==> src/rtl/trilinear_grid_attenuation_unit_macros.svh <==
// Assertion macros shared by the attenuation unit modules.
`ifndef TRILINEAR_GRID_ATTENUATION_UNIT_MACROS_SVH
`define TRILINEAR_GRID_ATTENUATION_UNIT_MACROS_SVH

// Same-cycle implication, checked outside reset.
`define TGA_ASSERT_IMPLIES(lbl, ante, cons, msg) \
	lbl: assert property (@(posedge clk) disable iff (!arst_n) (ante) |-> (cons)) \
		else $error(msg);

// Next-cycle implication, checked outside reset.
`define TGA_ASSERT_NEXT(lbl, ante, cons, msg) \
	lbl: assert property (@(posedge clk) disable iff (!arst_n) (ante) |=> (cons)) \
		else $error(msg);

`endif

==> src/rtl/tga_pkg.sv <==
// Shared types and constants of the trilinear attenuation unit.
package tga_pkg;

	localparam int TGA_LIGHTS    = 4;
	localparam int TGA_GRID_MAX  = 16;
	localparam int TGA_FRAC_BITS = 16;

	localparam int ATT_W = 17;
	localparam logic [ATT_W-1:0] ATT_ONE = 17'h10000;

	typedef enum logic [2:0] {
		REG_BOX_MIN_X = 3'd0,
		REG_BOX_MIN_Y = 3'd1,
		REG_BOX_MIN_Z = 3'd2,
		REG_CPU_X     = 3'd3,
		REG_CPU_Y     = 3'd4,
		REG_CPU_Z     = 3'd5,
		REG_GRID_DIMS = 3'd6
	} tga_reg_t;

	typedef enum logic {
		MODE_WRITE = 1'b0,
		MODE_QUERY = 1'b1
	} tga_mode_t;

	typedef struct packed {
		tga_mode_t          mode;
		logic [1:0]         light_index;
		logic [11:0]        cell_index;
		logic [16:0]        cell_value;
		logic signed [31:0] point_x;
		logic signed [31:0] point_y;
		logic signed [31:0] point_z;
	} tga_item_t;

	typedef struct packed {
		logic [16:0] attenuation_out;
		logic        inside_res;
	} tga_result_t;

	typedef struct packed {
		logic signed [31:0] box_min_x;
		logic signed [31:0] box_min_y;
		logic signed [31:0] box_min_z;
		logic [31:0]        cpu_x;
		logic [31:0]        cpu_y;
		logic [31:0]        cpu_z;
		logic [14:0]        grid_dims;
	} tga_cfg_t;

	// Queue entry: classified item with offsets from the box minimum.
	typedef struct packed {
		logic             is_query;
		logic [1:0]       light_index;
		logic [11:0]      cell_index;
		logic [16:0]      cell_value;
		logic [2:0][31:0] du;   // clamped-to-zero offset per axis, [0] = x
		logic [2:0]       bad;  // negative offset with nonzero scale: outside
	} tga_entry_t;

endpackage

==> src/rtl/tga_front.sv <==
// Front end: accepts items, drops ignored writes, forms box offsets.
module tga_front
	import tga_pkg::*;
#(
	parameter int LIGHTS   = TGA_LIGHTS,
	parameter int GRID_MAX = TGA_GRID_MAX
) (
	input  logic       start,
	input  tga_item_t  item,
	input  tga_cfg_t   cfg,
	input  logic       q_full,
	output logic       busy,
	output logic       push,
	output tga_entry_t entry
);

	localparam int CELLS = GRID_MAX * GRID_MAX * GRID_MAX;

	logic              accept;
	logic              wr_ok;
	logic signed [32:0] d [3];
	logic [31:0]       p [3];
	logic [31:0]       mn [3];
	logic [31:0]       cpu [3];

	assign busy   = q_full;
	assign accept = start & ~q_full;
	assign wr_ok  = (32'(item.light_index) < 32'(LIGHTS)) &&
	                (32'(item.cell_index) < 32'(CELLS));
	assign push   = accept & ((item.mode == MODE_QUERY) | wr_ok);

	always_comb begin
		p[0]   = item.point_x;  p[1]   = item.point_y;  p[2]   = item.point_z;
		mn[0]  = cfg.box_min_x; mn[1]  = cfg.box_min_y; mn[2]  = cfg.box_min_z;
		cpu[0] = cfg.cpu_x;     cpu[1] = cfg.cpu_y;     cpu[2] = cfg.cpu_z;
		entry.is_query    = (item.mode == MODE_QUERY);
		entry.light_index = item.light_index;
		entry.cell_index  = item.cell_index;
		entry.cell_value  = (item.cell_value > ATT_ONE) ? ATT_ONE : item.cell_value;
		for (int a = 0; a < 3; a++) begin
			d[a] = $signed({p[a][31], p[a]}) - $signed({mn[a][31], mn[a]});
			entry.du[a]  = d[a][32] ? 32'd0 : d[a][31:0];
			entry.bad[a] = d[a][32] & (cpu[a] != 32'd0);
		end
	end

endmodule

==> config.mk <==
export PLATFORM = sky130hd
export DESIGN_NAME = tga_front
export DESIGN_NICKNAME = d
export VERILOG_FILES = /design/src/rtl/trilinear_grid_attenuation_unit_macros.svh /design/src/rtl/tga_pkg.sv /design/src/rtl/tga_front.sv
export SDC_FILE = /design/constraint.sdc
export NUM_CORES = 1
export LEC_CHECK = 0
export BUFFER_PORTS_ARGS = -buffer_cell sky130_fd_sc_hd__buf_2
export CORE_AREA = 8 8 174 176
export DETAILED_ROUTE_END_ITERATION = 16
export DIE_AREA = 0 0 182 184
export SETUP_SLACK_MARGIN = 0.4
export SYNTH_ARGS = -nofsm -noshare
export SYNTH_HDL_FRONTEND = slang
export SYNTH_SLANG_ARGS = --single-unit
==> constraint.sdc <==
create_clock -name vclk -period 2.7
set_input_delay 0.135 -clock vclk [all_inputs]
set_output_delay 0.135 -clock vclk [all_outputs]
set_load 0.01 [all_outputs]
==> impl_metrics.env <==
export IMPL_slew_viol_final=0
export IMPL_post_drt_via_cell_ratio=4.81
export IMPL_power_uw=3860
export IMPL_pin_count=470
export IMPL_p_sw_share_pct=48.0
export IMPL_power_report_internal_total_uw=2010
export IMPL_synth_largest_type_area_fraction_pct=19.8
export IMPL_synth_top_cells_by_area="sky130_fd_sc_hd__ha_1 (20%), sky130_fd_sc_hd__nor2_1 (7.9%), sky130_fd_sc_hd__inv_1 (7.0%)"
export IMPL_via_count=8806
export IMPL_layout_area_overhead_vs_synth_pct=98.4
export IMPL_vdd_ir_drop_max_v=0.000236
export IMPL_final_area_sq_um=12000
export IMPL_drt_pre_antenna_iters=4
export IMPL_timing_critical_path_from="item[69]"
export IMPL_num_rows=61
export IMPL_failing_checks="setup timing"
export IMPL_power_switching_uw=1850
export IMPL_cp_data_required_time_ns=2.57
export IMPL_grt_antenna_before_repair=1
export IMPL_final_hold_viol_count=0
export IMPL_route_detailed_wl_per_inst_um=16.6
export IMPL_status="complete, but fails checks"
export IMPL_min_period_over_period_pct=104
export IMPL_vias_in_the_first_global_route=9206
export IMPL_multiInputGateArea_sq_um=6870
export IMPL_worst_hold_path_type="in -> out"
export IMPL_critPathLaunchType="input pin"
export IMPL_achievable_frequency_mhz=355
export IMPL_layout_drive_gt1_share_pct=53.9
export IMPL_max_cap_viol_count=0
export IMPL_layoutNonFillerInstCount=1830
export IMPL_die_h_um=184
export IMPL_grt_pass1_wl_mm=45.5
export IMPL_post_synth_inst_count=933
export IMPL_drt_iter0_drc=275
export IMPL_highest_signal_layer="met4"
export IMPL_grt_overflow=0
export IMPL_met2WireLength_mm=15.9
export IMPL_antenna_violating_nets_post_route=0
export IMPL_synth_net_count=1369
export IMPL_grt_max_degree=17
export IMPL_setup_violations=83
export IMPL_design_final_nets=1921
export IMPL_gpl_wtd_cong=0.941
export IMPL_fin_util_pct=43.8
export IMPL_global_route_usage_total_pct=16.0
export IMPL_place_port_buffers=425
export IMPL_cts_hold_repair_buffers=0
export IMPL_die_width_um=182
export IMPL_core_area_sq_um=27500
export IMPL_timing_worst_slew_pin_value_ns=0.757
export IMPL_drc=0
export IMPL_initial_core_util_pct=22.1
export IMPL_met1Wirelength_mm=11.5
export IMPL_synth_area_leader_cell="sky130_fd_sc_hd__ha_1"
export IMPL_design_die_area_sq_um=33500
export IMPL_grt_setup_unrepaired="true"
export IMPL_area_sequential_sq_um=0
export IMPL_power_frac_clock_pct=0
export IMPL_n_fill_cell=2660
export IMPL_placement_cell_area_sq_um=9870
export IMPL_post_synth_instance_area_sq_um=6070
export IMPL_worst_hold_launch="item[118]"
export IMPL_max_slew_margin_pct=48.8
export IMPL_nFlopsAndLatches=0
export IMPL_synth_avg_cell_area_sq_um=6.50
export IMPL_met3RoutedLength_mm=2.06
export IMPL_dp_slack_ns=-0.291
export IMPL_power_frac_comb_pct=100.0
export IMPL_layout_setup_ws_ns=-0.114
export IMPL_synth_yosys_seq_area_share_pct=0
export IMPL_layout_clock_buffers=0
export IMPL_power_density_nw_per_um2=320
export IMPL_leakagePower_uw=0.00606
export IMPL_final_period_minus_worst_setup_slack_ns=2.81
export IMPL_finalWirelength_mm=30.4
export IMPL_worstSetupEndpointType="output port"
export IMPL_synth_unique_cells=62
export IMPL_share_seq_of_total_power_pct=0
export IMPL_maximum_net_fanout_on_the_critical_path=8
export IMPL_dp_final_hpwl_mm=24.5
export IMPL_synth_warnings=0
export IMPL_worst_endpoint_arrival_ns=2.68
export IMPL_setup_worst_path_class="in -> out"
export IMPL_placed_cells=1789
per-stage QoR:
step / setup TNS [ns] / hold slack (ns)
floorplan: 0 / 0.316
global placement: -13.18 / 0.270
detailed placement: -14.50 / 0.270
CTS: -5.80 / 0.270
global route: -14.56 / 0.270
finish: -4.64 / 0.270
synthesized netlist by cell type (10+ instances only):
cell and number:
sky130_fd_sc_hd__ha_1 96, sky130_fd_sc_hd__nand3_1 16, sky130_fd_sc_hd__o21a_1 14, sky130_fd_sc_hd__nor2b_1 37, sky130_fd_sc_hd__nor4_1 29, sky130_fd_sc_hd__xnor2_1 37
sky130_fd_sc_hd__nor2_1 127, sky130_fd_sc_hd__a21oi_1 58, sky130_fd_sc_hd__nor3_1 18, sky130_fd_sc_hd__o211ai_1 10, sky130_fd_sc_hd__xor2_1 38, sky130_fd_sc_hd__nand2_1 46
sky130_fd_sc_hd__nand2b_1 23, sky130_fd_sc_hd__o21ai_0 57, sky130_fd_sc_hd__and3_1 10, sky130_fd_sc_hd__nand4_1 15, sky130_fd_sc_hd__clkbuf_1 17, sky130_fd_sc_hd__a21o_1 49
sky130_fd_sc_hd__inv_1 113, sky130_fd_sc_hd__buf_4 19
metal layers:
layer | track usage (%) | vias up
li1 | - | 4380
met1 | 17.8 | 4017
met2 | 31.0 | 347
met3 | 3.12 | 62
met4 | 3.31 | 0
met5 | 0 | -
final cells by class:
class	instances	area share (%)
inverter	113	3.73
timing repair buffer	590	35.6
antenna	1	0.0208
tap	346	3.60
multi-input combinational	780	57.1
worst max-delay path: stages:
cell and delay (ns):
sky130_fd_sc_hd__buf_6 0.10, sky130_fd_sc_hd__ha_4 0.23, sky130_fd_sc_hd__a21o_1 0.18, sky130_fd_sc_hd__or3_4 0.35, sky130_fd_sc_hd__o211ai_4 0.24, sky130_fd_sc_hd__a21oi_4 0.10
sky130_fd_sc_hd__a311oi_4 0.26, sky130_fd_sc_hd__o22a_1 0.21, sky130_fd_sc_hd__nor2_2 0.07, sky130_fd_sc_hd__a311oi_4 0.25, sky130_fd_sc_hd__buf_6 0.19, sky130_fd_sc_hd__buf_12 0.15
sky130_fd_sc_hd__o21a_4 0.13, sky130_fd_sc_hd__buf_6 0.09
repair_timing:
item,in CTS,in global routing
setup endpoints to repair,99,99
pin swaps,78,56
gates resized for setup,192,138
cloned,7,1
setup buffers,28,4
kinds of logic (layout without fill, tap and decap cells):
family / Yosys count / count (layout) / share of synthesized area, %
buf+inv: 153 / 703 / 10.8
compound gates: 264 / 264 / 29.7
xor+xnor: 75 / 75 / 10.8
mux: 3 / 3 / 0.516
fa+ha+maj: 99 / 99 / 20.8
simple gates: 339 / 339 / 27.3
other cells: 0 / 1 / 0
layout by cell type (no fill, tap or decap), types with 4 or more instances in the layout:
cell / count
sky130_fd_sc_hd__a211oi_2: 6
sky130_fd_sc_hd__a21o_1: 49
sky130_fd_sc_hd__a21oi_1: 47
sky130_fd_sc_hd__a21oi_2: 8
sky130_fd_sc_hd__a21oi_4: 4
sky130_fd_sc_hd__a31oi_1: 4
sky130_fd_sc_hd__and3_1: 8
sky130_fd_sc_hd__buf_12: 8
sky130_fd_sc_hd__buf_16: 7
sky130_fd_sc_hd__buf_2: 335
sky130_fd_sc_hd__buf_4: 127
sky130_fd_sc_hd__buf_6: 108
sky130_fd_sc_hd__buf_8: 4
sky130_fd_sc_hd__ha_1: 67
sky130_fd_sc_hd__ha_4: 28
sky130_fd_sc_hd__inv_1: 100
sky130_fd_sc_hd__inv_2: 7
sky130_fd_sc_hd__inv_4: 5
sky130_fd_sc_hd__nand2_1: 46
sky130_fd_sc_hd__nand2b_1: 22
sky130_fd_sc_hd__nand3_1: 13
sky130_fd_sc_hd__nand4_1: 15
sky130_fd_sc_hd__nor2_1: 50
sky130_fd_sc_hd__nor2_2: 6
sky130_fd_sc_hd__nor2_4: 71
sky130_fd_sc_hd__nor2b_1: 32
sky130_fd_sc_hd__nor2b_4: 5
sky130_fd_sc_hd__nor3_1: 10
sky130_fd_sc_hd__nor3_4: 7
sky130_fd_sc_hd__nor4_1: 29
sky130_fd_sc_hd__o211ai_1: 10
sky130_fd_sc_hd__o21a_1: 14
sky130_fd_sc_hd__o21ai_0: 45
sky130_fd_sc_hd__o21ai_1: 5
sky130_fd_sc_hd__o21ai_2: 8
sky130_fd_sc_hd__o21bai_1: 6
sky130_fd_sc_hd__o31ai_1: 5
sky130_fd_sc_hd__xnor2_1: 34
sky130_fd_sc_hd__xor2_1: 36
power by group through the flow:
stage / combinational (uW) / sequential [uW] / clock [uW]
final: 3860 / 0 / 0.0000496
after global routing: 4130 / 0 / 0.0000495
after CTS: 3440 / 0 / 0
after detailed placement: 2790 / 0 / 0
after global placement: 2790 / 0 / 0
after floorplan: 1660 / 0 / 0
final timing paths:
path | cells after the start | slack (ns) | end
hold / removal | 0 | 0.27 | entry[121]
setup / recovery | 14 | -0.11 | entry[0]
No activity file was read; power rests on OpenSTA's default activity.
