===== config.mk =====
export PLATFORM = sky130hd
export DESIGN_NAME = tga_queue
export DESIGN_NICKNAME = d
export VERILOG_FILES = /design/src/rtl/tga_pkg.sv /design/src/rtl/tga_queue.sv
export VERILOG_INCLUDE_DIRS = /design/src /design/src/rtl
export SDC_FILE = /design/constraint.sdc
export NUM_CORES = 1
export LEC_CHECK = 0
export ABC_AREA = 1
export BUFFER_PORTS_ARGS = -buffer_cell sky130_fd_sc_hd__buf_2
export CORE_MARGIN = 2
export CORE_UTILIZATION = 45
export DETAILED_ROUTE_END_ITERATION = 10
export PLACE_DENSITY = 0.7
export RECOVER_POWER = 50
export SETUP_SLACK_MARGIN = 0.05
export SYNTH_ARGS = -nofsm -noshare
export SYNTH_HDL_FRONTEND = slang
export SYNTH_SLANG_ARGS = --single-unit

===== constraint.sdc =====
create_clock -name clk -period 9.4 [get_ports clk]
set_clock_uncertainty 0.15 [all_clocks]
set_input_delay 0.47 -clock clk [delete_from_list [all_inputs] [get_ports clk]]
set_output_delay 0.47 -clock clk [all_outputs]
set_load 0.005 [all_outputs]

===== src/rtl/trilinear_grid_attenuation_unit_macros.svh =====
// Assertion macros shared by the attenuation unit modules.
`ifndef TRILINEAR_GRID_ATTENUATION_UNIT_MACROS_SVH
`define TRILINEAR_GRID_ATTENUATION_UNIT_MACROS_SVH

// Same-cycle implication, checked outside reset.
`define TGA_ASSERT_IMPLIES(lbl, ante, cons, msg) \
	lbl: assert property (@(posedge clk) disable iff (!arst_n) (ante) |-> (cons)) \
		else $error(msg);

// Next-cycle implication, checked outside reset.
`define TGA_ASSERT_NEXT(lbl, ante, cons, msg) \
	lbl: assert property (@(posedge clk) disable iff (!arst_n) (ante) |=> (cons)) \
		else $error(msg);

`endif


===== src/rtl/tga_pkg.sv =====
// Shared types and constants of the trilinear attenuation unit.
package tga_pkg;

	localparam int TGA_LIGHTS    = 4;
	localparam int TGA_GRID_MAX  = 16;
	localparam int TGA_FRAC_BITS = 16;

	localparam int ATT_W = 17;
	localparam logic [ATT_W-1:0] ATT_ONE = 17'h10000;

	typedef enum logic [2:0] {
		REG_BOX_MIN_X = 3'd0,
		REG_BOX_MIN_Y = 3'd1,
		REG_BOX_MIN_Z = 3'd2,
		REG_CPU_X     = 3'd3,
		REG_CPU_Y     = 3'd4,
		REG_CPU_Z     = 3'd5,
		REG_GRID_DIMS = 3'd6
	} tga_reg_t;

	typedef enum logic {
		MODE_WRITE = 1'b0,
		MODE_QUERY = 1'b1
	} tga_mode_t;

	typedef struct packed {
		tga_mode_t          mode;
		logic [1:0]         light_index;
		logic [11:0]        cell_index;
		logic [16:0]        cell_value;
		logic signed [31:0] point_x;
		logic signed [31:0] point_y;
		logic signed [31:0] point_z;
	} tga_item_t;

	typedef struct packed {
		logic [16:0] attenuation_out;
		logic        inside_res;
	} tga_result_t;

	typedef struct packed {
		logic signed [31:0] box_min_x;
		logic signed [31:0] box_min_y;
		logic signed [31:0] box_min_z;
		logic [31:0]        cpu_x;
		logic [31:0]        cpu_y;
		logic [31:0]        cpu_z;
		logic [14:0]        grid_dims;
	} tga_cfg_t;

	// Queue entry: classified item with offsets from the box minimum.
	typedef struct packed {
		logic             is_query;
		logic [1:0]       light_index;
		logic [11:0]      cell_index;
		logic [16:0]      cell_value;
		logic [2:0][31:0] du;   // clamped-to-zero offset per axis, [0] = x
		logic [2:0]       bad;  // negative offset with nonzero scale: outside
	} tga_entry_t;

endpackage


===== src/rtl/tga_queue.sv =====
// Two-entry queue between the front end and the lookup pipeline.
module tga_queue
	import tga_pkg::*;
(
	input  logic       clk,
	input  logic       arst_n,
	input  logic       push,
	input  tga_entry_t entry_in,
	input  logic       pop,
	output tga_entry_t entry_out,
	output logic       full,
	output logic       empty
);

	`include "trilinear_grid_attenuation_unit_macros.svh"

	tga_entry_t slot_q [2];
	logic       wp_q;
	logic       rp_q;
	logic [1:0] cnt_q;

	assign full      = (cnt_q == 2'd2);
	assign empty     = (cnt_q == 2'd0);
	assign entry_out = slot_q[rp_q];

	always_ff @(posedge clk or negedge arst_n) begin
		if (!arst_n) begin
			wp_q  <= 1'b0;
			rp_q  <= 1'b0;
			cnt_q <= 2'd0;
		end else begin
			if (push) wp_q <= ~wp_q;
			if (pop) rp_q <= ~rp_q;
			cnt_q <= cnt_q + 2'(push) - 2'(pop);
		end
	end

	always_ff @(posedge clk) begin
		if (push) slot_q[wp_q] <= entry_in;
	end

	`TGA_ASSERT_IMPLIES(a_no_overflow, push && !pop, !full, "queue overflow")
	`TGA_ASSERT_IMPLIES(a_no_underflow, pop, !empty, "queue underflow")
	`TGA_ASSERT_NEXT(a_count_step, push && !pop, cnt_q == $past(cnt_q) + 2'd1,
		"queue count did not follow a push")

endmodule


==> metrics list, run 1 <==
* Share of the synthesized area in the top cell type: 0.7718
- The total area inside the core boundary comes to ~0.022 sq mm.
* Source-to-sink clock delay at the later pin of the worst-skew pair: 0.52 ns
- Final worst setup slack: approximately 4.8 ns
- In this run the count of I/O pins placed on the die edge is 268.
* Ordered list of cells on the worst path: buf_4 > o21ai_0 > buf_2
* Die extent in y: 154.5 um
* Violations in the final reports: max-capacitance violations, max-slew violations
- Average footprint of a synthesized cell: roughly 14 sq um
- DRC errors left: 0
- # H-tree levels: 1
- Final hold violations: 0
* Relative slew slack: -0.9665
- Number of distinct library cell variants in the gate-level netlist after synthesis: 16
* Violation count after the first detailed-routing iteration: 372
- Final ANT Viol Nets: 0
- Final cycle utilization of the critical path: 0.4872
- After synthesis the netlist holds a flip-flop and latch count of 266.
* Setup repair after global routing missed its margin: false
* Post-DP HPWL: 12340 um
- Once the clock tree was built, the setup fixing pass inserted 0 buffers.
- After synthesis, the cell types taking the most area are edfxtp_1 77%, inv_1 5.1%, nand2_1 5.0%.
- Routed Wire Length: roughly 21000 um
* Power Dens Cells: 275.6 mW/mm^2
- Post-Place Setup Slack: 6.440 ns
* Total standard cell area after synthesis: 0.01019 sq mm
- CTS Buffer Depth: 3
- Once the clock tree was built, the resizer swapped 0 gates to a different size.
- The floorplan has 55 rows.
- Chip Width: 154.5 um
* Average wire length per cell after detail routing: about 15 um
- Global routing finished with a remaining overflow of 0.
- The number of nets in the synthesized netlist is ~850.
- Fraction of final layout cells with drive strength greater than 1: 0.2366
* Actual slew at the worst max-slew pin: just under 3 ns
- After detailed routing, the number of vias per cell comes to 4.623.
- Area of the die: between 0.02 and 0.025 sq mm
* Kind of capture point of the worst setup path: output pin
* Share of flip-flops with an asynchronous set or reset after synthesis: 0.01504
- Number of setup violations in the final report: 0
* Weighted congestion at the end of routability-driven global placement: about 0.74
- Entering global routing, the biggest net connects 117 pins.
- Leakage dissipation: 5.674 nW
- Flip-flop cell with the highest count after synthesis: edfxtp_1
* Required time worst endpoint: 8.78 ns
- Cell type contributing the most total cell area after synthesis: edfxtp_1
- Yosys mapped a number of flops with a built-in enable equal to 262.
- Across every metal layer, demand over resource in global routing totals 0.1743.
- Startpoint type of the worst setup path: register
* Maximum achievable frequency: 0.2183 GHz
- Hold buffer count at CTS: 133
- Final Hold Slack: between 0.02 and 0.025 ns
* Global-route wire length before repair: 33220 um
- HP Class: primary input to register
- Clock transition at the registers of the reported paths: 0.06 ns
- Synth-to-Final Area Change: 35.15%
* Number of antenna violations at the first check in global routing: 2
* Max incr delay on CP: 1.85 ns
* Number of synthesis warnings: 0
* Most repeated cell in the gate-level netlist after synthesis: edfxtp_1
* Outcome: finished, violations left
- The commonest cells after synthesis are 262 x edfxtp_1, 138 x inv_1, 137 x nand2_1, 85 x o21ai_0, 42 x o21ai_2.
- Number of input and output port buffers inserted: 267
- Slowest cell on crit path: dfrtp_1
* Setup Total Neg Slack: 0 ns
- The routed layout has 6579 vias.
- Counting every instance in the synthesized netlist gives just over 700.
- The worst-case IR drop observed on VDD is 0.1766 mV.
* Arrival @ worst endpoint: 3.96 ns
- By startpoint and endpoint, the worst setup path is classified as register to output pin.
- Drt first pass iters: 4
- Count of final max-slew check failures: 133
* CTS Buf Count: 29
- Sequential share of the synthesized area: 0.7816
- The clock drives about 270 sinks.
* Library cell used as clock root buffer: clkbuf_16
* Vias in the first global route: just under 7000
* Number of nets in the final layout: 1253
- Counting I/O delays and the setup requirement, the final critical path takes 4.580 ns.
* Number of max-cap violations: 2
* Initial core utilization: 0.4544
- Along the worst path, the maximum fanout reaches 116.
* CTS tree: yes
## cell families after synthesis
| logic type | count (synthesis) | synth area share |
|---|---|---|
| flops | 266 | 0.7816 |
| buf+inv | 167 | 0.08236 |
| compound gates | 131 | 0.07978 |
| fa+ha+maj | 2 | 0.002454 |
| xor+xnor | 2 | 0.001719 |
| simple gates | 141 | 0.05204 |
## through the flow
stage	utilization	power (mW)	std cells	cell area, sq um
2_1_floorplan	-	2.351	709	10190
3_3_place_gp	0.5179	2.649	1237	11620
3_5_place_dp	0.5179	2.672	1237	11620
4_1_cts	0.6193	3.833	1422	13890
5_1_grt	0.6141	4.021	1423	13780
6_report	0.6141	3.797	1423	13780
## final timing paths
path / startpoint / to / slack, ns / cells past startpoint
worst max-delay path: rp_q$_DFFE_PN0P_ / entry_out[24] / 4.82 / 3
worst min-delay path: push / wp_q$_DFFE_PN0P_ / 0.02 / 2
worst max register to register: wp_q$_DFFE_PN0P_ / slot_q[1][41]$_DFFE_PP_ / 4.85 / 3
worst min register to register: wp_q$_DFFE_PN0P_ / wp_q$_DFFE_PN0P_ / 0.40 / 1
max in group asynchronous: arst_n / rp_q$_DFFE_PN0P_ / 8.73 / 2
min in group asynchronous: arst_n / cnt_q[0]$_DFF_PN0_ / 0.17 / 2
## critical path, delay by kind of cell, from the launching register on
family | cells | cell delay [ns]
flip-flops | 1 | 1.85
buffers and inverters | 2 | 1.19
AO/OA/AOI/OAI | 1 | 0.31
## flip-flops by register name (all words and copies together) (netlist names)
register / flops
rp_q: 1
wp_q: 1
cnt_q: 2
slot_q: 262
## layer usage
layer	share of wire	track usage	vias to the layer above	wire (um)
met5	0.00062	0	-	13
met4	0.028	0.05688	2	595
met3	0.069	0.04007	49	1444
met2	0.52	0.3219	238	10910
met1	0.38	0.2002	3070	8086
li1	-	-	3220	-
## where the power goes
part / total [mW] / leakage (nW) / switching, mW / internal [mW]
Sequential: 1.68 / 2.51 / 0.0981 / 1.58
Combinational: 1.01 / 2.71 / 0.610 / 0.397
Clock: 1.11 / 0.458 / 0.436 / 0.673
## area by class of cell
type / instances / area [sq um]
inverter: 138 / 519.2
fill: 1763 / 8657
multi-input combinational: 276 / 1394
tap: 285 / 356.6
antenna: 1 / 2.502
clock buffer: 33 / 740.7
sequential: 266 / 7968
timing repair buffer: 405 / 2594
clock inverter: 19 / 202.7
## cells in the final DEF (no fill, tap or decap)
cell	count
nor2_4	1
o21ai_1	4
nor2_1	2
clkinv_1	6
o21ai_2	42
bufinv_16	4
dfrtp_1	4
diode_2	1
clkbuf_1	91
o21ai_0	85
ha_1	2
clkinv_4	1
buf_2	177
clkinvlp_2	1
clkbuf_16	29
buf_1	2
nand3_1	1
dlygate4sd3_1	133
xor2_1	2
inv_1	137
nand2_1	137
buf_4	5
clkinv_2	5
clkbuf_2	1
inv_8	1
clkinvlp_4	2
edfxtp_1	262
No activity file was read; power rests on OpenSTA's default activity.
==> run 2, diff against run 1 <==
--- a/config.mk
+++ b/config.mk
@@ -11,7 +11,7 @@
 export CORE_MARGIN = 2
 export CORE_UTILIZATION = 45
 export DETAILED_ROUTE_END_ITERATION = 10
-export PLACE_DENSITY = 0.7
+export PLACE_DENSITY = 0.73
 export RECOVER_POWER = 50
 export SETUP_SLACK_MARGIN = 0.05
 export SYNTH_ARGS = -nofsm -noshare
==> constraint.sdc (replaced) <==
create_clock -name clk -period 4.1 [get_ports clk]
set_clock_uncertainty 0.15 [all_clocks]
set_input_delay 0.205 -clock clk [delete_from_list [all_inputs] [get_ports clk]]
set_output_delay 0.205 -clock clk [all_outputs]
set_load 0.005 [all_outputs]
==> run 2 against run 1 <==
  * The flow still finishes with violations (max-capacitance violations, max-slew violations)
  * Cell count stayed put
  * Final area fell by 0.47%
  * Flip-flop and latch count is the same
  * Worst hold slack better by 0.24 ns
  * Global-route usage increased by 0.55 points
  * First-iteration DRC count is 15% higher
  * Sequential power rose by 130%
  * Routed wire length increased by 5.1%
  * Register-to-register slack got worse by 4.0 ns
  * Combinational power grew 130%
  * Via count is 0.97% higher
  * Sequential share of layout area increased by 0.30 points
  * Critical endpoint is now slot_q[1][4]$_DFFE_PP_
  * Highest routed layer is now met4
==> metrics list, run 2 (synthesized netlist as in run 1, its figures left out) <==
- The initialized floorplan defines 55 standard-cell rows.
* Required time worst endpoint: ~4.2 ns
* Drt first pass iters: 4
- The via count of the first global-routing pass was 6878.
* Count of filler cells inserted in the layout: 1691
* Maximum achievable frequency: approximately 0.31 GHz
- Across all layers, the routed design uses 6643 vias.
* Startpoint type of the worst setup path: register
- Number of flip-flops under the largest register name: 262
- The die is 154.5 um tall.
- Synth-to-Final Area Change: 34.52%
- The kind of cell with the highest combined delay along the critical path is buffers and inverters.
- In the routed layout, each cell is associated on average with a via count of 4.668.
- Adding up every negative setup slack in the final design gives 0 ns.
- Across every metal layer, demand over resource in global routing totals 0.1798.
* # H-tree levels: 1
- The largest registers in the layout are slot_q (262), cnt_q (2).
* Violation count after the first detailed-routing iteration: 428
- Cell area after layout: 0.01371 sq mm
- Violations in the final reports: max-capacitance violations, max-slew violations
- After detailed routing, the number of remaining DRC violations is 0.
- Number of placed I/O pins: 268
- Portion of total power attributed to the clock network: 0.270
- Post-Place Cell Area: 0.01165 sq mm
- Power share of the sequential group: 0.456
- Internal power: between 5 and 6 mW
- Clock net sink count: 266
* Relative slew slack: -0.2156
* Kind of capture point of the worst setup path: register
- The flow ran to the end, but the final reports show violations.
* Clock transition at the registers of the reported paths: 0.06 ns
* Post-CTS Repair Setup Buffers: 0
* Global-route wire length before repair: between 30000 and 40000 um
- Traced cell by cell, the critical path runs through nand2_1 > clkinvlp_4 > buf_4.
* Actual slew at the worst max-slew pin: 1.823 ns
- Critical path start-end classification: register to register
- At the later pin of the worst-skew pair, clock insertion delay measures approximately 0.5 ns.
- Area of the die: 0.02387 sq mm
- In the layout the commonest cells are 262 x edfxtp_1, 168 x buf_2, 137 x inv_1, 137 x nand2_1, 135 x dlygate4sd3_1.
- Average wire length per cell after detail routing: 15.54 um
* Chip Width: 154.5 um
- Pin count of the biggest net entering global routing: 106
* CTS Buf Count: 27
- Arrival @ worst endpoint: 3.29 ns
- Final hold violations: 0
* Number of max-cap violations: 1
- Dividing total power by cell area gives a power density of ~620 mW/mm^2.
- Across the whole layout, storage elements account for 0.007971 sq mm.
- Count of final max-slew check failures: 82
* Library cell used as clock root buffer: clkbuf_16
- Most frequent standard cell in the layout excluding fill and tap cells: edfxtp_1
* Area of the multi-input gates: 0.001386 sq mm
- Post-DP HPWL: 12570 um
* HP Class: primary input to register
- In this run the standard cell core region covers 0.02243 sq mm.
- Biggest register: slot_q
- Final cycle utilization of the critical path: 0.7848
- The initial utilization of the core area, before any placement, comes to 0.4544.
- Routed Wire Length: 22120 um
* Logic pwr share: 0.274
- Along the worst path, the maximum fanout reaches 81.
* Buffers and inverters on the worst path: 2
* Number of setup violations in the final report: 0
- Slowest cell on crit path: clkinvlp_4
- Across the VDD grid, the largest voltage drop is 0.4175 mV.
- In this design, the stage delay of the slowest critical-path cell is 1.37 ns.
* Number of nets in the final layout: 1254
- Fin crit period: 3.218 ns
- Remaining Overflow, GRT: 0
- Weighted congestion at the end of routability-driven global placement: 0.7513
- Of the total power, the share spent switching nets is 0.3069.
- During placement, the flow inserted port buffers numbering 267.
* Switching power: roughly 2.6 mW
- Setup repair after global routing left no endpoint under its margin.
* Fraction of final layout cells with drive strength greater than 1: 0.2269
- The initial antenna violation count came to 1.
- The longest clock path from root to sink contains 3 buffers.
- Summed over all cells, the static leakage comes to 5.620 nW.
- CTS tree: yes
* Final ANT Viol Nets: 0
run 2: cell count changes in the layout (fill, tap and decap cells not counted), sizes merged:
cell,delta
buf,-9
bufinv,-3
clkbuf,+14
clkinv,-3
dlygate4sd3,+2
inv,-1
run 2: path summary, 6_finish.rpt:
path	slack, ns	to	cells after the start	startpoint
worst max-delay path	0.88	slot_q[1][4]$_DFFE_PP_	3	wp_q$_DFFE_PN0P_
worst min-delay path	0.26	slot_q[1][108]$_DFFE_PP_	2	entry_in[108]
worst max register to register	0.88	slot_q[1][4]$_DFFE_PP_	3	wp_q$_DFFE_PN0P_
worst min register to register	0.36	wp_q$_DFFE_PN0P_	1	wp_q$_DFFE_PN0P_
max in group asynchronous	3.17	rp_q$_DFFE_PN0P_	3	arst_n
min in group asynchronous	0.44	cnt_q[0]$_DFF_PN0_	3	arst_n
run 2: power by group through the flow:
stage / registers [mW] / logic [mW] / clock network (mW)
3_5_place_dp: 3.91 / 2.24 / 0
2_1_floorplan: 3.80 / 1.55 / 0
5_1_grt: 3.93 / 2.60 / 2.45
6_report: 3.87 / 2.33 / 2.29
4_1_cts: 3.86 / 2.36 / 2.35
3_3_place_gp: 3.89 / 2.20 / 0
run 2: routing by layer:
metal  GRT usage  part of all wire  routed length, um
met4     0.07187             0.038                843
met3     0.03951             0.072               1598
met5           0                 0                  0
met2      0.3314              0.51              11320
met1      0.2025              0.38               8359
run 2: through the flow:
stage | hold WS [ns] | power, mW | setup slack [ns] | std cells | util
floorplan | -0.2406 | 5.349 | 0.4620 | 709 | -
global placement | -0.1320 | 6.097 | 1.911 | 1238 | 0.5194
detailed placement | -0.1336 | 6.155 | 1.886 | 1238 | 0.5194
CTS | 0.2306 | 8.566 | 1.323 | 1422 | 0.6169
global route | 0.2418 | 8.980 | 0.6039 | 1423 | 0.6112
finish | 0.2613 | 8.493 | 0.8824 | 1423 | 0.6112
run 2: final cells by class:
class / instances / area share
antenna: 1 / 0.0001825
tap: 285 / 0.02601
multi-input combinational: 276 / 0.1011
sequential: 266 / 0.5813
clock inverter: 12 / 0.006114
timing repair buffer: 408 / 0.1923
clock buffer: 37 / 0.05493
inverter: 138 / 0.03805
run 2: repair_timing:
action / 4_1_cts / 5_1_grt
hold buffers: 135 / 0
hold endpoints to repair: 275 / 0
gates resized for setup: 0 / 0
